$ cat config.mk
export PLATFORM = sky130hd
export DESIGN_NAME = i2c_eeprom_access_sequencer
export DESIGN_NICKNAME = d
export VERILOG_FILES = /design/src/sv/i2cea_pkg.sv /design/src/sv/i2c_eeprom_access_sequencer.sv
export SDC_FILE = /design/constraint.sdc
export NUM_CORES = 1
export LEC_CHECK = 0
export ABC_CLOCK_PERIOD_IN_PS = 9400
export BUFFER_PORTS_ARGS = -buffer_cell sky130_fd_sc_hd__clkbuf_2
export CAP_MARGIN = 0
export CELL_PAD_IN_SITES_DETAIL_PLACEMENT = 0
export CELL_PAD_IN_SITES_GLOBAL_PLACEMENT = 2
export CORE_UTILIZATION = 30
export CTS_CLUSTER_SIZE = 25
export DETAILED_ROUTE_END_ITERATION = 10
export PLACE_DENSITY_LB_ADDON = 0.1
export SLEW_MARGIN = 10
export SYNTH_ARGS = -nofsm -noshare
export SYNTH_HDL_FRONTEND = slang
export SYNTH_SLANG_ARGS = --single-unit
$ cat constraint.sdc
create_clock -name aclk -period 9.4 [get_ports aclk]
set_clock_uncertainty 0.2 [all_clocks]
set_input_delay 1.41 -clock aclk [delete_from_list [all_inputs] [get_ports aclk]]
set_output_delay 1.41 -clock aclk [all_outputs]
set_load 0.005 [all_outputs]
$ cat src/sv/i2cea_pkg.sv
// ---------------------------------------------------------------------------
// I2C EEPROM access sequencer package
// Shared command codes, bus status codes, phase type and result entry type.
// ---------------------------------------------------------------------------
package i2cea_pkg;

    // Request and report kinds carried on the input tuser.
    localparam logic [1:0] OP_READ   = 2'd0;
    localparam logic [1:0] OP_WRITE  = 2'd1;
    localparam logic [1:0] OP_STATUS = 2'd2;

    // Commands issued to the byte-level master.
    typedef enum logic [2:0] {
        CMD_START  = 3'd0,
        CMD_TX     = 3'd1,
        CMD_RXNACK = 3'd2,
        CMD_STOP   = 3'd3,
        CMD_DONE   = 3'd4,
        CMD_REJECT = 3'd5
    } cmd_t;

    // Expected master status codes; only the upper five bits are compared.
    localparam logic [7:0] ST_START   = 8'h08;
    localparam logic [7:0] ST_SLAW_OK = 8'h18;
    localparam logic [7:0] ST_DATA_OK = 8'h28;
    localparam logic [7:0] ST_RSTART  = 8'h10;
    localparam logic [7:0] ST_SLAR_OK = 8'h40;
    localparam logic [7:0] ST_RX_NACK = 8'h58;
    localparam logic [7:0] STATUS_MASK = 8'hF8;

    // Device address base for the serial EEPROM.
    localparam logic [7:0] DEV_BASE = 8'hA0;

    // Access phases, one-hot.
    typedef enum logic [7:0] {
        PH_IDLE   = 8'b0000_0001,
        PH_START  = 8'b0000_0010,
        PH_SLAW   = 8'b0000_0100,
        PH_ADDR   = 8'b0000_1000,
        PH_DATA   = 8'b0001_0000,
        PH_RSTART = 8'b0010_0000,
        PH_SLAR   = 8'b0100_0000,
        PH_RX     = 8'b1000_0000
    } phase_t;

    // One result item.
    typedef struct packed {
        cmd_t       command;
        logic [7:0] tx_byte;
        logic [7:0] read_data;
        logic       last;
    } result_t;

    // Depth of the result queue.
    localparam int RES_DEPTH = 4;

endpackage

$ cat src/sv/i2c_eeprom_access_sequencer.sv
// An accepted item passes the input register, then the result queue, on its
// way to m_. Throughput: one item per cycle while the queue has room for two
// results; an item that ends an access gives two results, and the four-entry
// result queue drains one result per cycle while m_tready is high.
// Reset: aresetn low at a rising edge returns the sequencer to idle and
// empties the input register and the result queue.
// ---------------------------------------------------------------------------
// I2C EEPROM access sequencer
// Drives byte writes and random byte reads on a 2 KB serial EEPROM through
// a byte-level I2C master, one bus step per status report.
// ---------------------------------------------------------------------------
module i2c_eeprom_access_sequencer (
    input  logic        aclk,
    input  logic        aresetn,
    input  logic        s_tvalid,
    output logic        s_tready,
    // tdata: mem_address[10:0], write_data[18:11], bus_status[26:19],
    //        rx_data[34:27], zero fill[39:35]
    input  logic [39:0] s_tdata,
    // tuser: op[1:0]
    input  logic [1:0]  s_tuser,
    output logic        m_tvalid,
    input  logic        m_tready,
    // tdata: tx_byte[7:0], read_data[15:8]
    output logic [15:0] m_tdata,
    // tuser: command[2:0]
    output logic [2:0]  m_tuser,
    output logic        m_tlast
);
    import i2cea_pkg::*;

    localparam int PTR_W = $clog2(RES_DEPTH);
    localparam int CNT_W = $clog2(RES_DEPTH + 1);

    // Input register.
    logic        in_valid_reg;
    logic [1:0]  op_reg;
    logic [10:0] addr_reg;
    logic [7:0]  wdata_reg;
    logic [7:0]  status_reg;
    logic [7:0]  rx_reg;

    // Sequencer state.
    phase_t      phase_reg, phase_next;
    logic        write_kind_reg, write_kind_next;
    logic [10:0] held_address_reg, held_address_next;
    logic [7:0]  held_data_reg, held_data_next;

    // Result queue.
    result_t            res_q_reg [RES_DEPTH];
    logic [PTR_W-1:0]   rd_ptr_reg;
    logic [PTR_W-1:0]   wr_ptr_reg;
    logic [CNT_W-1:0]   count_reg;

    logic        fire;
    logic        pop;
    logic        in_take;
    logic [1:0]  n_res;
    result_t     res0, res1;
    logic [7:0]  dev_byte;
    logic [7:0]  expected;
    logic        status_ok;

    // An item is processed once the queue has room for two results.
    assign fire     = in_valid_reg && (count_reg <= CNT_W'(RES_DEPTH - 2));
    assign s_tready = !in_valid_reg || fire;
    assign in_take  = s_tvalid && s_tready;
    assign pop      = m_tvalid && m_tready;

    // Device address byte with the three block bits of the word address.
    assign dev_byte = DEV_BASE + {4'b0000, held_address_reg[10:8], 1'b0};

    // Status code that the current phase waits for.
    always_comb begin
        case (phase_reg)
            PH_START:  expected = ST_START;
            PH_SLAW:   expected = ST_SLAW_OK;
            PH_ADDR:   expected = ST_DATA_OK;
            PH_DATA:   expected = ST_DATA_OK;
            PH_RSTART: expected = ST_RSTART;
            PH_SLAR:   expected = ST_SLAR_OK;
            PH_RX:     expected = ST_RX_NACK;
            default:   expected = 8'h00;
        endcase
    end

    assign status_ok = ((status_reg & STATUS_MASK) == expected) && (phase_reg != PH_IDLE);

    // Next state and results for the item in the input register.
    always_comb begin
        phase_next        = phase_reg;
        write_kind_next   = write_kind_reg;
        held_address_next = held_address_reg;
        held_data_next    = held_data_reg;
        n_res             = 2'd0;
        res0              = '{command: CMD_START, tx_byte: 8'h00, read_data: 8'h00, last: 1'b1};
        res1              = '{command: CMD_DONE, tx_byte: 8'h00, read_data: 8'h00, last: 1'b1};
        if (op_reg == OP_READ || op_reg == OP_WRITE) begin
            n_res = 2'd1;
            if (phase_reg != PH_IDLE) begin
                res0.command = CMD_REJECT;
            end else begin
                write_kind_next   = op_reg[0];
                held_address_next = addr_reg;
                held_data_next    = (op_reg == OP_WRITE) ? wdata_reg : 8'h00;
                phase_next        = PH_START;
            end
        end else if (op_reg == OP_STATUS && status_ok) begin
            n_res = 2'd1;
            case (phase_reg)
                PH_START: begin
                    phase_next    = PH_SLAW;
                    res0.command  = CMD_TX;
                    res0.tx_byte  = dev_byte;
                end
                PH_SLAW: begin
                    phase_next    = PH_ADDR;
                    res0.command  = CMD_TX;
                    res0.tx_byte  = held_address_reg[7:0];
                end
                PH_ADDR: begin
                    if (write_kind_reg) begin
                        phase_next   = PH_DATA;
                        res0.command = CMD_TX;
                        res0.tx_byte = held_data_reg;
                    end else begin
                        phase_next   = PH_RSTART;
                    end
                end
                PH_DATA: begin
                    phase_next   = PH_IDLE;
                    n_res        = 2'd2;
                    res0.command = CMD_STOP;
                    res0.last    = 1'b0;
                end
                PH_RSTART: begin
                    phase_next   = PH_SLAR;
                    res0.command = CMD_TX;
                    res0.tx_byte = dev_byte + 8'd1;
                end
                PH_SLAR: begin
                    phase_next   = PH_RX;
                    res0.command = CMD_RXNACK;
                end
                PH_RX: begin
                    phase_next     = PH_IDLE;
                    held_data_next = rx_reg;
                    n_res          = 2'd2;
                    res0.command   = CMD_STOP;
                    res0.last      = 1'b0;
                    res1.read_data = rx_reg;
                end
                default: begin
                    phase_next = PH_IDLE;
                    n_res      = 2'd0;
                end
            endcase
        end
    end

    // Input register and sequencer state.
    always_ff @(posedge aclk) begin
        if (!aresetn) begin
            in_valid_reg   <= 1'b0;
            phase_reg      <= PH_IDLE;
            write_kind_reg <= 1'b0;
        end else begin
            if (in_take) begin
                in_valid_reg <= 1'b1;
            end else if (fire) begin
                in_valid_reg <= 1'b0;
            end
            if (fire) begin
                phase_reg      <= phase_next;
                write_kind_reg <= write_kind_next;
            end
        end
    end

    // Payload registers carry no reset.
    always_ff @(posedge aclk) begin
        if (in_take) begin
            op_reg     <= s_tuser;
            addr_reg   <= s_tdata[10:0];
            wdata_reg  <= s_tdata[18:11];
            status_reg <= s_tdata[26:19];
            rx_reg     <= s_tdata[34:27];
        end
        if (fire) begin
            held_address_reg <= held_address_next;
            held_data_reg    <= held_data_next;
        end
    end

    // Result queue pointers and fill count.
    always_ff @(posedge aclk) begin
        if (!aresetn) begin
            rd_ptr_reg <= '0;
            wr_ptr_reg <= '0;
            count_reg  <= '0;
        end else begin
            if (pop) begin
                rd_ptr_reg <= rd_ptr_reg + PTR_W'(1);
            end
            if (fire) begin
                wr_ptr_reg <= wr_ptr_reg + PTR_W'(n_res);
            end
            count_reg <= count_reg + (fire ? CNT_W'(n_res) : CNT_W'(0))
                         - (pop ? CNT_W'(1) : CNT_W'(0));
        end
    end

    // Result queue entries; the second result of an item goes behind the first.
    always_ff @(posedge aclk) begin
        if (fire && n_res != 2'd0) begin
            res_q_reg[wr_ptr_reg] <= res0;
        end
        if (fire && n_res == 2'd2) begin
            res_q_reg[wr_ptr_reg + PTR_W'(1)] <= res1;
        end
    end

    // Result channel driven from the queue head.
    assign m_tvalid = (count_reg != '0);
    assign m_tuser  = res_q_reg[rd_ptr_reg].command;
    assign m_tdata  = {res_q_reg[rd_ptr_reg].read_data, res_q_reg[rd_ptr_reg].tx_byte};
    assign m_tlast  = res_q_reg[rd_ptr_reg].last;

endmodule

Word level (Yosys, flattened, before mapping) --
Memory sizes are Yosys's and may differ from the RTL's. A register that Yosys moved wholly into a read port is not among the register bits. Index checks and enable logic that the tools add are counted. W data, S select, Z words.
Storage, ports and cells: output and inout bits 22, bits of input ports 46, RAM bits 80, flip-flop bits (word level) 73, memories kept 1
Memory list:
- res_q_reg | words 4, bits a word 20, read ports 1, clocked after Yosys merged registers in 1, wr ports 2, line i2c_eeprom_access_sequencer.sv:50 | result_t res_q_reg [RES_DEPTH];
Operators by class: muxes and demuxes 37, order comparisons 1, bitwise operators 1, equal/unequal tests 13, reduce and logical (&&, ||, !) cells 23, $add $sub $neg 7
Operators by type and width (count):
- $mux W8 | 12
- $pmux W7 S6 | 1
- $pmux W8 S5 | 1
- $pmux W8 S4 | 1
- $mux W11 | 1
- $mux W1 | 10
- $mux W2 | 5
- $mux W9 | 1
- $add A8 B1 Y8 const B | 1
- $add A8 B4 Y8 const A | 1
- $eq A8 B2 Y1 const B | 1
- $eq A8 B3 Y1 const B | 1
- $eq A8 B4 Y1 const B | 1
- $eq A8 B5 Y1 const B | 1
- $eq A8 B6 Y1 const B | 1
- $eq A8 B7 Y1 const B | 1
- $eq A8 B8 Y1 | 1
- $eq A8 B8 Y1 const B | 1
- $ne A8 B1 Y1 const B | 1
- $pmux W2 S4 | 1
- $reduce_bool A2 Y1 | 4
- $logic_and A1 B1 Y1 | 7
- $mux W3 | 2
- $mux W6 | 1
- other kinds (19) | 24

Longest topological paths before layout --
Gate-level depths: netlist (run 1).
depth after elaboration 12, mapped depth 15, mapped depth without buffers 13

Worst setup path before layout (run 1) --
Ideal clock, no wire load.
path type reg-to-reg, from reg phase_reg[0], to reg count_reg[2], arrival time 3554 ps, setup slack 5531 ps, library setup time 115 ps, buffers on the path 2, period minus slack after synthesis 3869 ps, cell stages (with the launch flop) 16, cells stage by stage dfxtp_1 > buf_4 > or4_4 > or4_4 > o211ai_4 > o2111ai_4 > clkbuf_1 > o21ai_0 > nand2_1 > ha_1 > inv_1 > ha_1 > fa_1 > xnor2_1 > xnor2_1 > and2_1
Between the ends: longest elaborated chain between the ends 11, elaborated cells between the ends (all ways) 21, classes of those cells add/sub (2); eq/ne (9); mux (5); reduce/logical (5)
Ends and longest elaborated chain:
- start, declared | line i2c_eeprom_access_sequencer.sv:44 | phase_t phase_reg, phase_next;
- start signal, assigned | line i2c_eeprom_access_sequencer.sv:174 | phase_reg <= phase_next;
- $eq A8 B4 Y1 or $eq A8 B5 Y1 (tied branches) | line i2c_eeprom_access_sequencer.sv:75, i2c_eeprom_access_sequencer.sv:110
- $reduce_or A2 Y1 (no source line)
- $pmux W7 S6 | line i2c_eeprom_access_sequencer.sv:75 | case (phase_reg)
- $eq A8 B8 Y1 | line i2c_eeprom_access_sequencer.sv:87 | assign status_ok = ((status_reg & STATUS_MASK) == expected) && (phase_reg != PH_IDLE);
- $logic_and A1 B1 Y1 | line i2c_eeprom_access_sequencer.sv:87
- $logic_and A1 B1 Y1 | line i2c_eeprom_access_sequencer.sv:108 | end else if (op_reg == OP_STATUS && status_ok) begin
- $mux W2 (*) | line i2c_eeprom_access_sequencer.sv:108
- $mux W2 (*) | line i2c_eeprom_access_sequencer.sv:98 | if (op_reg == OP_READ || op_reg == OP_WRITE) begin
- $mux W2 (*) | line i2c_eeprom_access_sequencer.sv:208 | count_reg <= count_reg + (fire ? CNT_W'(n_res) : CNT_W'(0))
- $add A3 B2 Y3 (*) | line i2c_eeprom_access_sequencer.sv:208
- $sub A3 B1 Y3 (*) | line i2c_eeprom_access_sequencer.sv:209 | - (pop ? CNT_W'(1) : CNT_W'(0));
- end signal, assigned | line i2c_eeprom_access_sequencer.sv:208
- end, declared | line i2c_eeprom_access_sequencer.sv:53 | logic [CNT_W-1:0] count_reg;
Every way passes the cells marked *; elsewhere a longest branch is shown, timed or not. A chain may end at the register's enable or synchronous reset.

Worst setup path after layout (run 1) --
from reg phase_reg[7], to reg count_reg[2]
The elaborated chain is that of the path after synthesis.

==> results of run 1 <==
worst max-delay path: cells and delay by family, from the launching register on:
kind / cells / cell delay [ns]
simple gates: 4 / 1.31
compound gates: 3 / 1.01
fa+ha+maj: 3 / 0.83
flops: 1 / 0.45
xor+xnor: 2 / 0.28
buf+inv: 1 / 0.04
kinds of logic after synthesis:
group           after synthesis  synth area share [%]
xor+xnor                     11                  1.47
compound gates              109                  12.1
fa+ha+maj                     5                  1.07
mux                          23                  7.31
buf+inv                      48                  2.91
flops                       152                  59.3
simple gates                207                  15.9
through the flow:
stage | power, uW | cell area (um2) | hold slack (ns)
CTS | 1790 | 7770 | 0.227
global placement | 1040 | 7140 | 0.213
finish | 1760 | 7770 | 0.223
global route | 1850 | 7770 | 0.236
detailed placement | 1050 | 7140 | 0.211
floorplan | 956 | 6570 | 0.200
worst max path at each step:
stage,endpoint,slack [ns],startpoint,cells past startpoint
floorplan,count_reg[2],5.53,phase_reg[0],15
global placement,count_reg[2],5.19,phase_reg[7],13
detailed placement,count_reg[2],5.14,phase_reg[7],13
CTS,count_reg[2],5.12,phase_reg[7],13
global route,count_reg[2],4.79,phase_reg[0],13
finish,count_reg[2],5.15,phase_reg[7],13
power by group through the flow:
stage | logic (uW) | registers (uW) | clock network (uW)
2_1_floorplan | 175 | 781 | 0
5_1_grt | 277 | 786 | 784
3_3_place_gp | 250 | 793 | 0
4_1_cts | 254 | 780 | 758
6_report | 245 | 780 | 738
3_5_place_dp | 253 | 794 | 0
area by class of cell:
type                       instances  share of cell area, %
inverter                          15                  0.724
timing repair buffer              68                   4.67
multi-input combinational        355                   32.0
tap                              275                   4.43
clock buffer                      17                   5.47
clock inverter                    15                   2.67
sequential                       152                   50.1
cells in the mapped netlist, drive strengths merged (4+ instances only):
| library cell | n | area share [%] |
|---|---|---|
| nand2b | 4 | 0.38 |
| xnor2 | 9 | 1.2 |
| ha | 4 | 0.76 |
| a21oi | 26 | 2.0 |
| o21ai | 26 | 2.0 |
| dfxtp | 67 | 20 |
| nor3 | 16 | 1.3 |
| a22o | 21 | 2.8 |
| nand2 | 45 | 2.6 |
| edfxtp | 85 | 39 |
| nor4b | 4 | 0.53 |
| o2bb2ai | 7 | 0.93 |
| buf | 10 | 0.74 |
| and2 | 13 | 1.2 |
| or4 | 5 | 0.69 |
| and3 | 6 | 0.57 |
| clkbuf | 23 | 1.3 |
| nand3 | 27 | 2.1 |
| nor2 | 58 | 3.4 |
| inv | 14 | 0.80 |
| nand4 | 5 | 0.48 |
| nor4 | 8 | 0.86 |
| mux4 | 20 | 6.9 |
metal layers:
metal / GRT usage (%) / up-vias / part of all wire, %
li1: - / 2208 / -
met1: 22.6 / 2317 / 48
met2: 25.8 / 102 / 47
met3: 3.99 / 18 / 3.8
met4: 4.95 / 0 / 1.3
met5: 0 / - / 0
==> metrics list, run 1 <==
- Synthesized instance count: 555
- The startpoint identified for the worst register-to-register timing path is phase_reg[7].
- The core region is 21200 um2.
- Layout cell share with drive strength beyond 1: 21.5%
- For this block, the routed nets add up to 17100 um of wire.
* Syn-to-layout area delta: 18.3%
- Cells fill 36.6% of the core in the end.
* Worst Setup End Kind: register
* CTS Sinks: 152
- For hold timing, the worst endpoint is held_address_reg[4].
* Final setup violation count: 0
- Count of boundary I/O pins: 68
* Sequential share of power: 44.2%
* Gpl congestion: 0.728
- In the synthesized netlist the dominant register cell turns out to be edfxtp_1.
- CTS tree: done
- In this run the horizontal extent of the chip is 150 um.
* Post-route ant nets: 0
* Net Sw Power: 473 uW
- Remaining DRCs: 0
* Non-filler cells in the finished layout: 897
- The share of the Yosys chip area taken by registers is 59.3%.
- Data on the critical path arrives at its endpoint at 4.38 ns.
* Drt first-iter violations: 271
* Commonest non-fill, non-tap cell in the layout: edfxtp_1
- Count of warnings emitted by yosys: 0
* Root buffer cell: clkbuf_16
* Slowest library cell on the worst path: or4_1
- Total clock buffers created by CTS: 17
- Peak VDD IR: 0.103 mV
* Worst Setup Path Type: reg -> reg
- The signal on the critical path passes through or4_1 -> nor4_1 -> a22o_1 -> o2111ai_4 -> o21ai_0 -> nand2_1 -> ha_1 -> inv_1 -> ha_1 -> fa_1 -> xnor2_1 -> xnor2_1 -> and2_1.
* Overall via count from detail_route: 4645
- Die area: 22500 um2
- The number of global-route vias before repair was 4645.
- The tool flagged a number of max-cap violations equal to 0.
- Worst Tran Pin Value: 0.969 ns
- Setup repair after global routing left no endpoint under its margin.
* Post-synthesis sequential element count: 152
- The cell area that synthesis handed to floorplanning was 6570 um2.
* Cell Int Power: 1290 uW
* Logic gate share of total power: 13.9%
* Max Fclk: 235 MHz
- In the final design database the tool counted 660 nets.
- Buffers placed on the I/O ports in this run total 59.
- The largest single stage delay on the critical path is 0.63 ns.
- Final-layout fill cell count: 2088
- Yosys mapped the design onto 62 distinct sky130hd cell types.
- Startpoint of the most critical hold path: addr_reg[4]
- Measured in cells, the most critical reg-to-reg path has a length of 13.
- Once the clock tree was built, the resizer swapped 0 gates to a different size.
* Setup slack after placement: 5.14 ns
- Clock latency on the worst-skew pair, taken at its later pin, is 0.44 ns.
- The setup check on the worst reg-to-reg path leaves a slack of 5.15 ns.
* Worst Path Required: 9.54 ns
- In the routed layout, each cell is associated on average with a via count of 5.18.
- Dividing the detail-routed wire length by the instance count gives 19.1 um.
* 1st-pass router iterations: 4
* Clock transition at the registers of the reported paths: 0.07 ns
- Net switching is 26.8% of the power.
- Worst r2r dst: count_reg[2]
- Post-route clock period utilization: 45.2%
- Across the whole layout, storage elements account for 3890 um2.
* Bufs on Longest Clock Path: 2
- Number of flip-flops under the largest register name: 80
* Pwr Density: 227 nW/um2
- Dividing the synthesized area by the synthesized cell count gives 11.8 um2.
- Largest fanout of any net on the critical path: 16
* First-pass GRT wire length: 26900 um
- Post-CTS Hold Fix Bufs: 0
- Num rows: 53
* Placed Cells: 865
* Final critical delay including setup and external delays: 4.25 ns
- Count of inserted antenna diode cells: 0
* Path class of the lowest-slack min-delay path: reg -> reg
- For this run, asynchronously set or reset flops after synthesis account for 0%.
- In this run the vertical extent of the chip is 150 um.
* Post-CTS setup-driven buffer insertion count: 0
- Initial Utilization: 31.0%
- The run finished with clean final reports.
- Hold Path Stages: 0
* Pleak: 0.00281 uW
- For this run the aggregate overflow at the end of global routing stands at 0.
- Startpoint type of the worst setup path: register
* Largest net degree at the start of global routing: 35
- Global-route usage over all layers: 16.5%
- Remaining max-slew budget at the tightest pin: 34.9%
* Total count of hold-check failures in the final report: 0
- Number of levels the H-tree was split into: 4
- Summed over all nets, the half-perimeter wirelength after detailed placement is 11700 um.
- Setup slack closes at 5.15 ns.
- Post-synth EDFFs: 85
- The number of pins exceeding their max-slew limit in the final report came to 0.
- Clock network fraction of design power: 41.9%
* Commonest cells after routing, fill and taps aside: edfxtp_1, dfxtp_1, clkbuf_2
- Area occupied by multi-input gates: 2480 um2
- The initial antenna violation count is 0.
- The number of nets in the synthesized netlist is 606.
- Fin Setup TNS: 0 ns
Note: power is estimated with default switching activity, not from simulation.
==> run 2, diff against run 1 <==
--- a/config.mk
+++ b/config.mk
@@ -5,7 +5,7 @@
 export SDC_FILE = /design/constraint.sdc
 export NUM_CORES = 1
 export LEC_CHECK = 0
-export ABC_CLOCK_PERIOD_IN_PS = 9400
+export ABC_CLOCK_PERIOD_IN_PS = 3400
 export BUFFER_PORTS_ARGS = -buffer_cell sky130_fd_sc_hd__clkbuf_2
 export CAP_MARGIN = 0
 export CELL_PAD_IN_SITES_DETAIL_PLACEMENT = 0
==> constraint.sdc (replaced) <==
create_clock -name aclk -period 3.4 [get_ports aclk]
set_clock_uncertainty 0.2 [all_clocks]
set_input_delay 0.51 -clock aclk [delete_from_list [all_inputs] [get_ports aclk]]
set_output_delay 0.51 -clock aclk [all_outputs]
set_load 0.005 [all_outputs]
==> metrics list, run 2 (synthesized netlist as in run 1, its figures left out) <==
* Status: complete, but fails checks
- The checks that failed: setup timing.
* Remaining DRCs: 0 (unchanged)
* Sequential share of power: 45.1% (+0.9 points)
* Number of levels the H-tree was split into: 4 (unchanged)
* 1st-pass router iterations: 5 (+1)
- Avg Vias per Cell: 5.10 (-1.6%)
- The startpoint identified for the worst register-to-register timing path is phase_reg[3].
- Final slew viol count: 0 (unchanged)
- Number of flip-flops under the largest register name: 80 (unchanged)
- The number of port buffers was 59 (unchanged).
- The worst-skew pair later-pin latency was 0.43 ns (about the same).
- Bufs on Longest Clock Path: 2 (unchanged)
- The post-route cell area was 8220 um2 (+5.8%).
- The path class of the tightest hold or removal check is in -> reg.
- The routability-driven placement congestion ratio is 0.788 (+8.3%).
* Logic gate share of total power: 15.8% (+1.9 points)
- Setup repair after global routing could not meet its margin everywhere.
- Global routing met1 resource utilization: 22.3% (-0.25 points)
- The share of the clock period used by the worst path after layout came to 101% (+56 points).
- Remaining max-slew budget at the tightest pin: 60.3% (+25 points)
* Worst Tran Pin Value: 0.594 ns (-0.376 ns)
- Count of inserted antenna diode cells: 0 (unchanged)
- Detailed placement HPWL: 12500 um (+7.2%)
- The net switching power figure came to 1350 uW (+180%).
- Post-CTS Hold Fix Bufs: 0 (unchanged)
* Startpoint type of the worst setup path: register
- Arr. time, crit path: 3.57 ns (-0.81 ns)
- The via total after detailed routing came to 4851 (+4.4%).
- Pwr Density: 577 nW/um2 (+150%)
- The total detailed-routing wirelength is 17700 um (+3.2%).
* Depth of the worst register-to-register path: 13 (unchanged)
- The clock-pin slew reported for the worst setup and hold paths after clock tree synthesis is 0.08 ns (about the same).
- The number of placed instances with taps included was 919 (+6.2%).
- The worst setup path is of the reg -> reg kind.
- Initial Utilization: 31.0% (unchanged)
* Commonest cells after routing, fill and taps aside: edfxtp_1, dfxtp_1, buf_4
- Setup slack after placement: -0.0902 ns (-5.23 ns)
* Largest net degree at the start of global routing: 35 (unchanged)
- The wire length of the first global-routing pass is 27600 um (+2.5%).
- The count of pins on the block boundary is 68 (unchanged).
- The total setup violations reported at the end of the flow was 1 (+1).
- The met2 usage in global routing came to 27.0% (+1.2 points).
- The overall global routing resource usage is 16.7% (+0.15 points).
* Root buffer cell: clkbuf_16
* Instance area at placement: 7590 um2 (+6.3%)
- The maximum fanout encountered on the critical timing path was 5 (-11).
- The non-filler instance count after layout was 952 (+6.1%).
- The critical path starts at phase_reg[3].
- Syn-to-layout area delta: 25.2%
- Layout cell share with drive strength beyond 1: 29.7% (+8.1 points)
- The horizontal die dimension is 150 um (unchanged).
* Startpoint of the most critical hold path: s_tdata[23]
- Final-layout fill cell count: 2113 (+1.2%)
- Fraction of met3 tracks used by global routing: 3.41% (-0.58 points)
- Via count of the first global-routing pass: 4883 (+5.1%)
- The die outline area is 22500 um2 (unchanged).
* Worst Path Required: 3.53 ns (-6.01 ns)
- The residual overflow from global routing came to 0 (unchanged).
* GRT Max-Usage Layer: met2
- The total number of clock tree sinks is 152 (unchanged).
- The maximum frequency from static timing analysis was 291 MHz (+23%).
- The internal power is 3400 uW (+160%).
- STA classifies the critical path endpoint as a register.
- Pleak: 0.00307 uW (+9.5%)
- The final antenna-violating net count is 0 (unchanged).
- Final critical delay including setup and external delays: 3.44 ns (-0.807 ns)
- Core area: 21200 um2 (unchanged)
* Sequential Area: 3890 um2 (unchanged)
* Peak VDD IR: 0.281 mV (+170%)
* Hold Path Stages: 1 (+1)
- Worst slack on hold paths: 0.0536 ns (-0.169 ns)
* Total Nets Final: 715 (+8.3%)
* Num rows: 53 (unchanged)
* PnR worst setup slack: -0.0423 ns (-5.19 ns)
* CTS tree: done
- Commonest non-fill, non-tap cell in the layout: edfxtp_1
- The overall power came to 4750 uW (+170%).
- The DRC violation total after the first TritonRoute iteration is 311 (+15%).
- Total clock buffers created by CTS: 17 (unchanged)
- Per-cell routed wire length: 18.6 um (-2.7%)
* Initial antenna violation count: 0 (unchanged)
* Area occupied by multi-input gates: 2550 um2 (+2.6%)
* Max-cap check violation count: 0 (unchanged)
- Die boundary height: 150 um (unchanged)
- Total count of hold-check failures in the final report: 0 (unchanged)
* Clock network fraction of design power: 39.1% (-2.8 points)
- Net Sw Frac: 28.4% (+1.5 points)
## run 2: final timing paths
path	slack, ns	endpoint
max reg2reg	-0.04	count_reg[2]
min	0.05	status_reg[4]
max	-0.04	count_reg[2]
min reg2reg	0.23	held_address_reg[10]
## run 2: power by group through the flow
stage,Combinational [uW],Clock (uW),Sequential (uW)
4_1_cts,768,1910,2140
3_3_place_gp,740,0,2180
2_1_floorplan,491,0,2160
5_1_grt,827,1980,2160
3_5_place_dp,752,0,2190
6_report,749,1860,2140
## run 2: worst max-delay path, cell delays in order, from the launching register on
cell	delay, ns
dfxtp_1	0.31
or4_4	0.58
or4_4	0.45
o211ai_4	0.12
o2111ai_4	0.16
o21ai_2	0.19
nand2_1	0.08
ha_1	0.28
inv_1	0.04
ha_2	0.16
fa_2	0.36
xnor2_2	0.15
xnor2_1	0.12
and2_1	0.15
## run 2: repair_timing
item,CTS,global route
buffers inserted,1,0
gates resized for setup,5,3
endpoints found under the setup margin,1,36
pin swaps,2,2
## run 2: routing by layer
metal	up-vias	wire length (um)
met2	126	8440
met1	2394	8260
met3	20	777
met5	-	0
li1	2311	-
met4	0	221
## run 2: layout make-up
| class | count | area share (%) |
|---|---|---|
| inverter | 15 | 0.685 |
| tap | 275 | 4.18 |
| timing repair buffer | 123 | 9.74 |
| multi-input combinational | 355 | 31.0 |
| sequential | 152 | 47.3 |
| clock buffer | 17 | 5.17 |
| clock inverter | 15 | 1.87 |
## run 2: per-stage QoR
step / setup TNS (ns) / utilization [%]
after floorplan: -0.191 / -
after global placement: -0.0166 / 35.8
after detailed placement: -0.0902 / 35.8
after CTS: -0.0920 / 38.7
after global routing: -0.181 / 38.8
final: -0.0423 / 38.8
==> run 3, diff against run 2 <==
--- a/config.mk
+++ b/config.mk
@@ -5,7 +5,8 @@
 export SDC_FILE = /design/constraint.sdc
 export NUM_CORES = 1
 export LEC_CHECK = 0
-export ABC_CLOCK_PERIOD_IN_PS = 3400
+export ABC_AREA = 1
+export ABC_CLOCK_PERIOD_IN_PS = 3000
 export BUFFER_PORTS_ARGS = -buffer_cell sky130_fd_sc_hd__clkbuf_2
 export CAP_MARGIN = 0
 export CELL_PAD_IN_SITES_DETAIL_PLACEMENT = 0
==> constraint.sdc (replaced) <==
create_clock -name aclk -period 3 [get_ports aclk]
set_clock_uncertainty 0.2 [all_clocks]
set_input_delay 0.45 -clock aclk [delete_from_list [all_inputs] [get_ports aclk]]
set_output_delay 0.45 -clock aclk [all_outputs]
set_load 0.005 [all_outputs]
==> metrics list, run 3 <==
- Overall routed net length: 19000 um (+7.2%)
- Initial Utilization: 30.7% (-0.28 points)
- CTS tree: done
- Remaining max-slew budget at the tightest pin: 52.2% (-8.1 points)
- First-pass GRT wire length: 30000 um (+8.7%)
- Global Route met2 Usage: 28.9% (+1.9 points)
* Total clock buffers created by CTS: 17 (unchanged)
- Fraction of met3 tracks used by global routing: 3.22% (-0.19 points)
- The clock network fraction of total power came to 34.4% (-4.7 points).
- Count of warnings emitted by yosys: 0 (unchanged)
* Pwr Density: 723 nW/um2 (+25%)
* Die area: 23800 um2 (+5.7%)
- The number of design rule violations left after detail routing is 0 (unchanged).
- Worst Setup Path Type: reg -> reg
* Sequential cell area fraction in the yosys report: 56.1% (-3.2 points)
- Logic gate share of total power: 23.8% (+8.0 points)
- Net Sw Frac: 33.0% (+4.7 points)
* Num rows: 55 (+3.8%)
- The largest net degree at the start of global routing was 39 (+11%).
- Gpl congestion: 0.826 (+4.9%)
- The required time at the endpoint of the critical path is 3.12 ns (-0.41 ns).
- The register bit total from synthesis is 152 (unchanged).
- The count of distinct cell types in the synthesized netlist was 34 (-45%).
- The portion of synthesized cell area occupied by the leading cell type came to 36.7% (-2.1 points).
- The non-filler instance count after layout came to 1229 (+29%).
* Status: finished, final reports clean
* Largest fanout of any net on the critical path: 5 (unchanged)
* Bufs on Longest Clock Path: 2 (unchanged)
- Number of nets produced by synthesis: 864 (+43%)
* Synth top area cells: edfxtp_1, dfxtp_1, nand2_1
- The worst hold path belongs to the class in -> reg.
- Final slew viol count: 0 (unchanged)
* Via count of the first global-routing pass: 5580 (+14%)
- Post-synth EDFFs: 85 (unchanged)
- The core region area came to 22600 um2 (+6.7%).
- Commonest non-fill, non-tap cell in the layout: nand2_1
* Total congestion overflow after global routing: 0 (unchanged)
- Avg Vias per Cell: 4.55 (-11%)
* Clock transition at the registers of the reported paths: 0.07 ns (about the same)
* Max Fclk: 342 MHz (+18%)
- Commonest cells after routing, fill and taps aside: nand2_1, nor2_1, edfxtp_1
- The worst hold slack is 0.126 ns (+0.0721 ns).
* Total standard cell area after synthesis: 6950 um2 (+5.7%)
- CTS Sinks: 152 (unchanged)
- The proportion of power drawn by flip-flops and latches is 41.8% (-3.3 points).
* RSZ-0062 raised after global routing: yes
- The slew at the pin closest to its max-slew limit was 0.715 ns (+0.121 ns).
- Depth of the worst register-to-register path: 17 (+4)
- Worst Setup End Kind: register
* Global-route usage over all layers: 16.8% (+0.12 points)
* Total Nets Final: 982 (+37%)
* Drt first-iter violations: 226 (-27%)
- The number of port buffers came to 59 (unchanged).
- Startpoint type of the worst setup path: register
- The overall power was 6350 uW (+34%).
* Placed Cells: 1159 (+26%)
- Async set-reset flop share out of synthesis: 0% (unchanged)
* Synthesized instance count: 813 (+46%)
* Hold Path Stages: 3 (+2)
- The internal power is 4250 uW (+25%).
- edfxtp_1 takes more of the synthesized area than any other cell.
- The tree is rooted in a clkbuf_16.
- Instance area at placement: 7720 um2 (+1.7%)
- The via total after detailed routing is 5593 (+15%).
* Most frequent cell after synthesis: nand2_1
- Final setup violation count: 0 (-1)
- The post-route cell area is 8780 um2 (+6.7%).
- Number of flip-flops under the largest register name: 80 (unchanged)
* Layout cell share with drive strength beyond 1: 21.3% (-8.4 points)
* Global routing met1 resource utilization: 21.4% (-0.97 points)
- The number of detailed-route iterations in the first pass is 4 (-1).
- The horizontal die dimension is 154 um (+2.8%).
* Clock network latency to the later pin of the worst-skew pair: 0.43 ns (about the same)
- Final critical delay including setup and external delays: 2.92 ns (-0.518 ns)
- The worst vdd rail ir drop was 0.262 mV (-6.8%).
* Number of levels the H-tree was split into: 4 (unchanged)
- Die boundary height: 154 um (+2.8%)
- Post-route ant nets: 0 (unchanged)
- The total inserted antenna cells is 0 (unchanged).
* Total count of hold-check failures in the final report: 0 (unchanged)
- The layer flagged by global routing as most heavily used is met2.
- The total of max-cap violations is 0 (unchanged).
- Pleak: 0.00426 uW (+39%)
- Arr. time, crit path: 3.04 ns (-0.53 ns)
- Net Sw Power: 2100 uW (+56%)
* Initial antenna violation count: 0 (unchanged)
- The final core utilization came to 38.8% (about the same).
- The number of filler cells placed in the layout came to 2341 (+11%).
* Syn Area/Cell: 8.54 um2 (-28%)
- The commonest cells after synthesis are nand2_1, nor2_1, edfxtp_1.
- Per-cell routed wire length: 15.4 um (-17%)
* Syn-to-layout area delta: 26.4%
- Count of boundary I/O pins: 68 (unchanged)
- The share of the clock period used by the worst path after layout was 97.5% (-3.8 points).
- The detailed-placement wirelength estimate is 12700 um (+1.8%).
- The most used flip-flop cell after synthesis is edfxtp_1.
run 3: cell types whose count changed in the layout (fill, tap and decap cells not counted), sizes merged, moves of 19 or more:
cell | previous run | this run
nor2 | 58 | 149
nand3 | 27 | 46
a22o | 21 | 1
a21oi | 26 | 47
nand4 | 5 | 25
nand2 | 45 | 196
mux4 | 20 | 0
dlygate4sd3 | 0 | 34
buf | 64 | 41
inv | 24 | 108
run 3: kinds of logic after synthesis:
group	Yosys count	synth area share [%]
buffers and inverters	134	7.80
AO/OA/AOI/OAI	99	7.71
XOR/XNOR	1	0.126
flip-flops	152	56.1
adder cells (fa/ha/maj)	5	1.01
AND/OR/NAND/NOR	422	27.3
run 3: per-layer routing:
| layer | vias to the layer above | wire length (um) |
|---|---|---|
| li1 | 2875 | - |
| met1 | 2610 | 9020 |
| met2 | 87 | 9130 |
| met3 | 21 | 536 |
| met4 | 0 | 275 |
| met5 | - | 0 |
run 3: critical path, cell delays in order (launching register included):
cell and delay [ns]:
dfxtp_2 0.33, inv_1 0.08, nand2_2 0.08, nor2_4 0.20
nand2_4 0.11, nand3_2 0.08, nand3_2 0.08, nor2_4 0.13
nand4_1 0.13, nand2_1 0.12, nand2_1 0.07, ha_1 0.28
inv_1 0.04, ha_2 0.17, fa_2 0.37, xor2_2 0.16
o21ai_1 0.14, a21oi_1 0.05
run 3: area by class of cell:
type | instances | area, um2 | share of cell area, %
clock buffers | 17 | 425 | 4.85
clock inverters | 15 | 181 | 2.07
inverters | 99 | 372 | 4.23
multi-input cells | 527 | 2600 | 29.6
flip-flops and latches | 152 | 3900 | 44.5
well taps | 285 | 357 | 4.06
repair buffers | 134 | 943 | 10.7
run 3: what timing repair did:
action	4_1_cts	5_1_grt
setup buffers	4	0
pin swaps	4	13
hold buffers	34	0
resized for setup	6	22
setup endpoints to repair	1	33
hold endpoints to repair	34	0
gates cloned	0	0
run 3: worst paths after layout:
kind / startpoint / end / slack (ns)
worst min register to register: addr_reg[7] / held_address_reg[7] / 0.23
worst min-delay path: s_tvalid / in_valid_reg / 0.13
worst max register to register: phase_reg[7] / count_reg[2] / 0.08
worst max-delay path: phase_reg[7] / count_reg[2] / 0.08
run 3: power by group through the flow:
stage | clock [uW] | sequential (uW) | combinational, uW
finish | 2180 | 2650 | 1510
global route | 2340 | 2690 | 1740
CTS | 2240 | 2650 | 1520
detailed placement | 0 | 2700 | 1470
global placement | 0 | 2690 | 1450
floorplan | 0 | 2660 | 955
run 3: through the flow:
step | setup slack [ns] | TNS [ns]
after global placement | 0.0220 | 0
after floorplan | 0.0554 | 0
after detailed placement | -0.0357 | -0.0357
after global routing | -0.179 | -0.179
after CTS | 0.00659 | 0
final | 0.0753 | 0
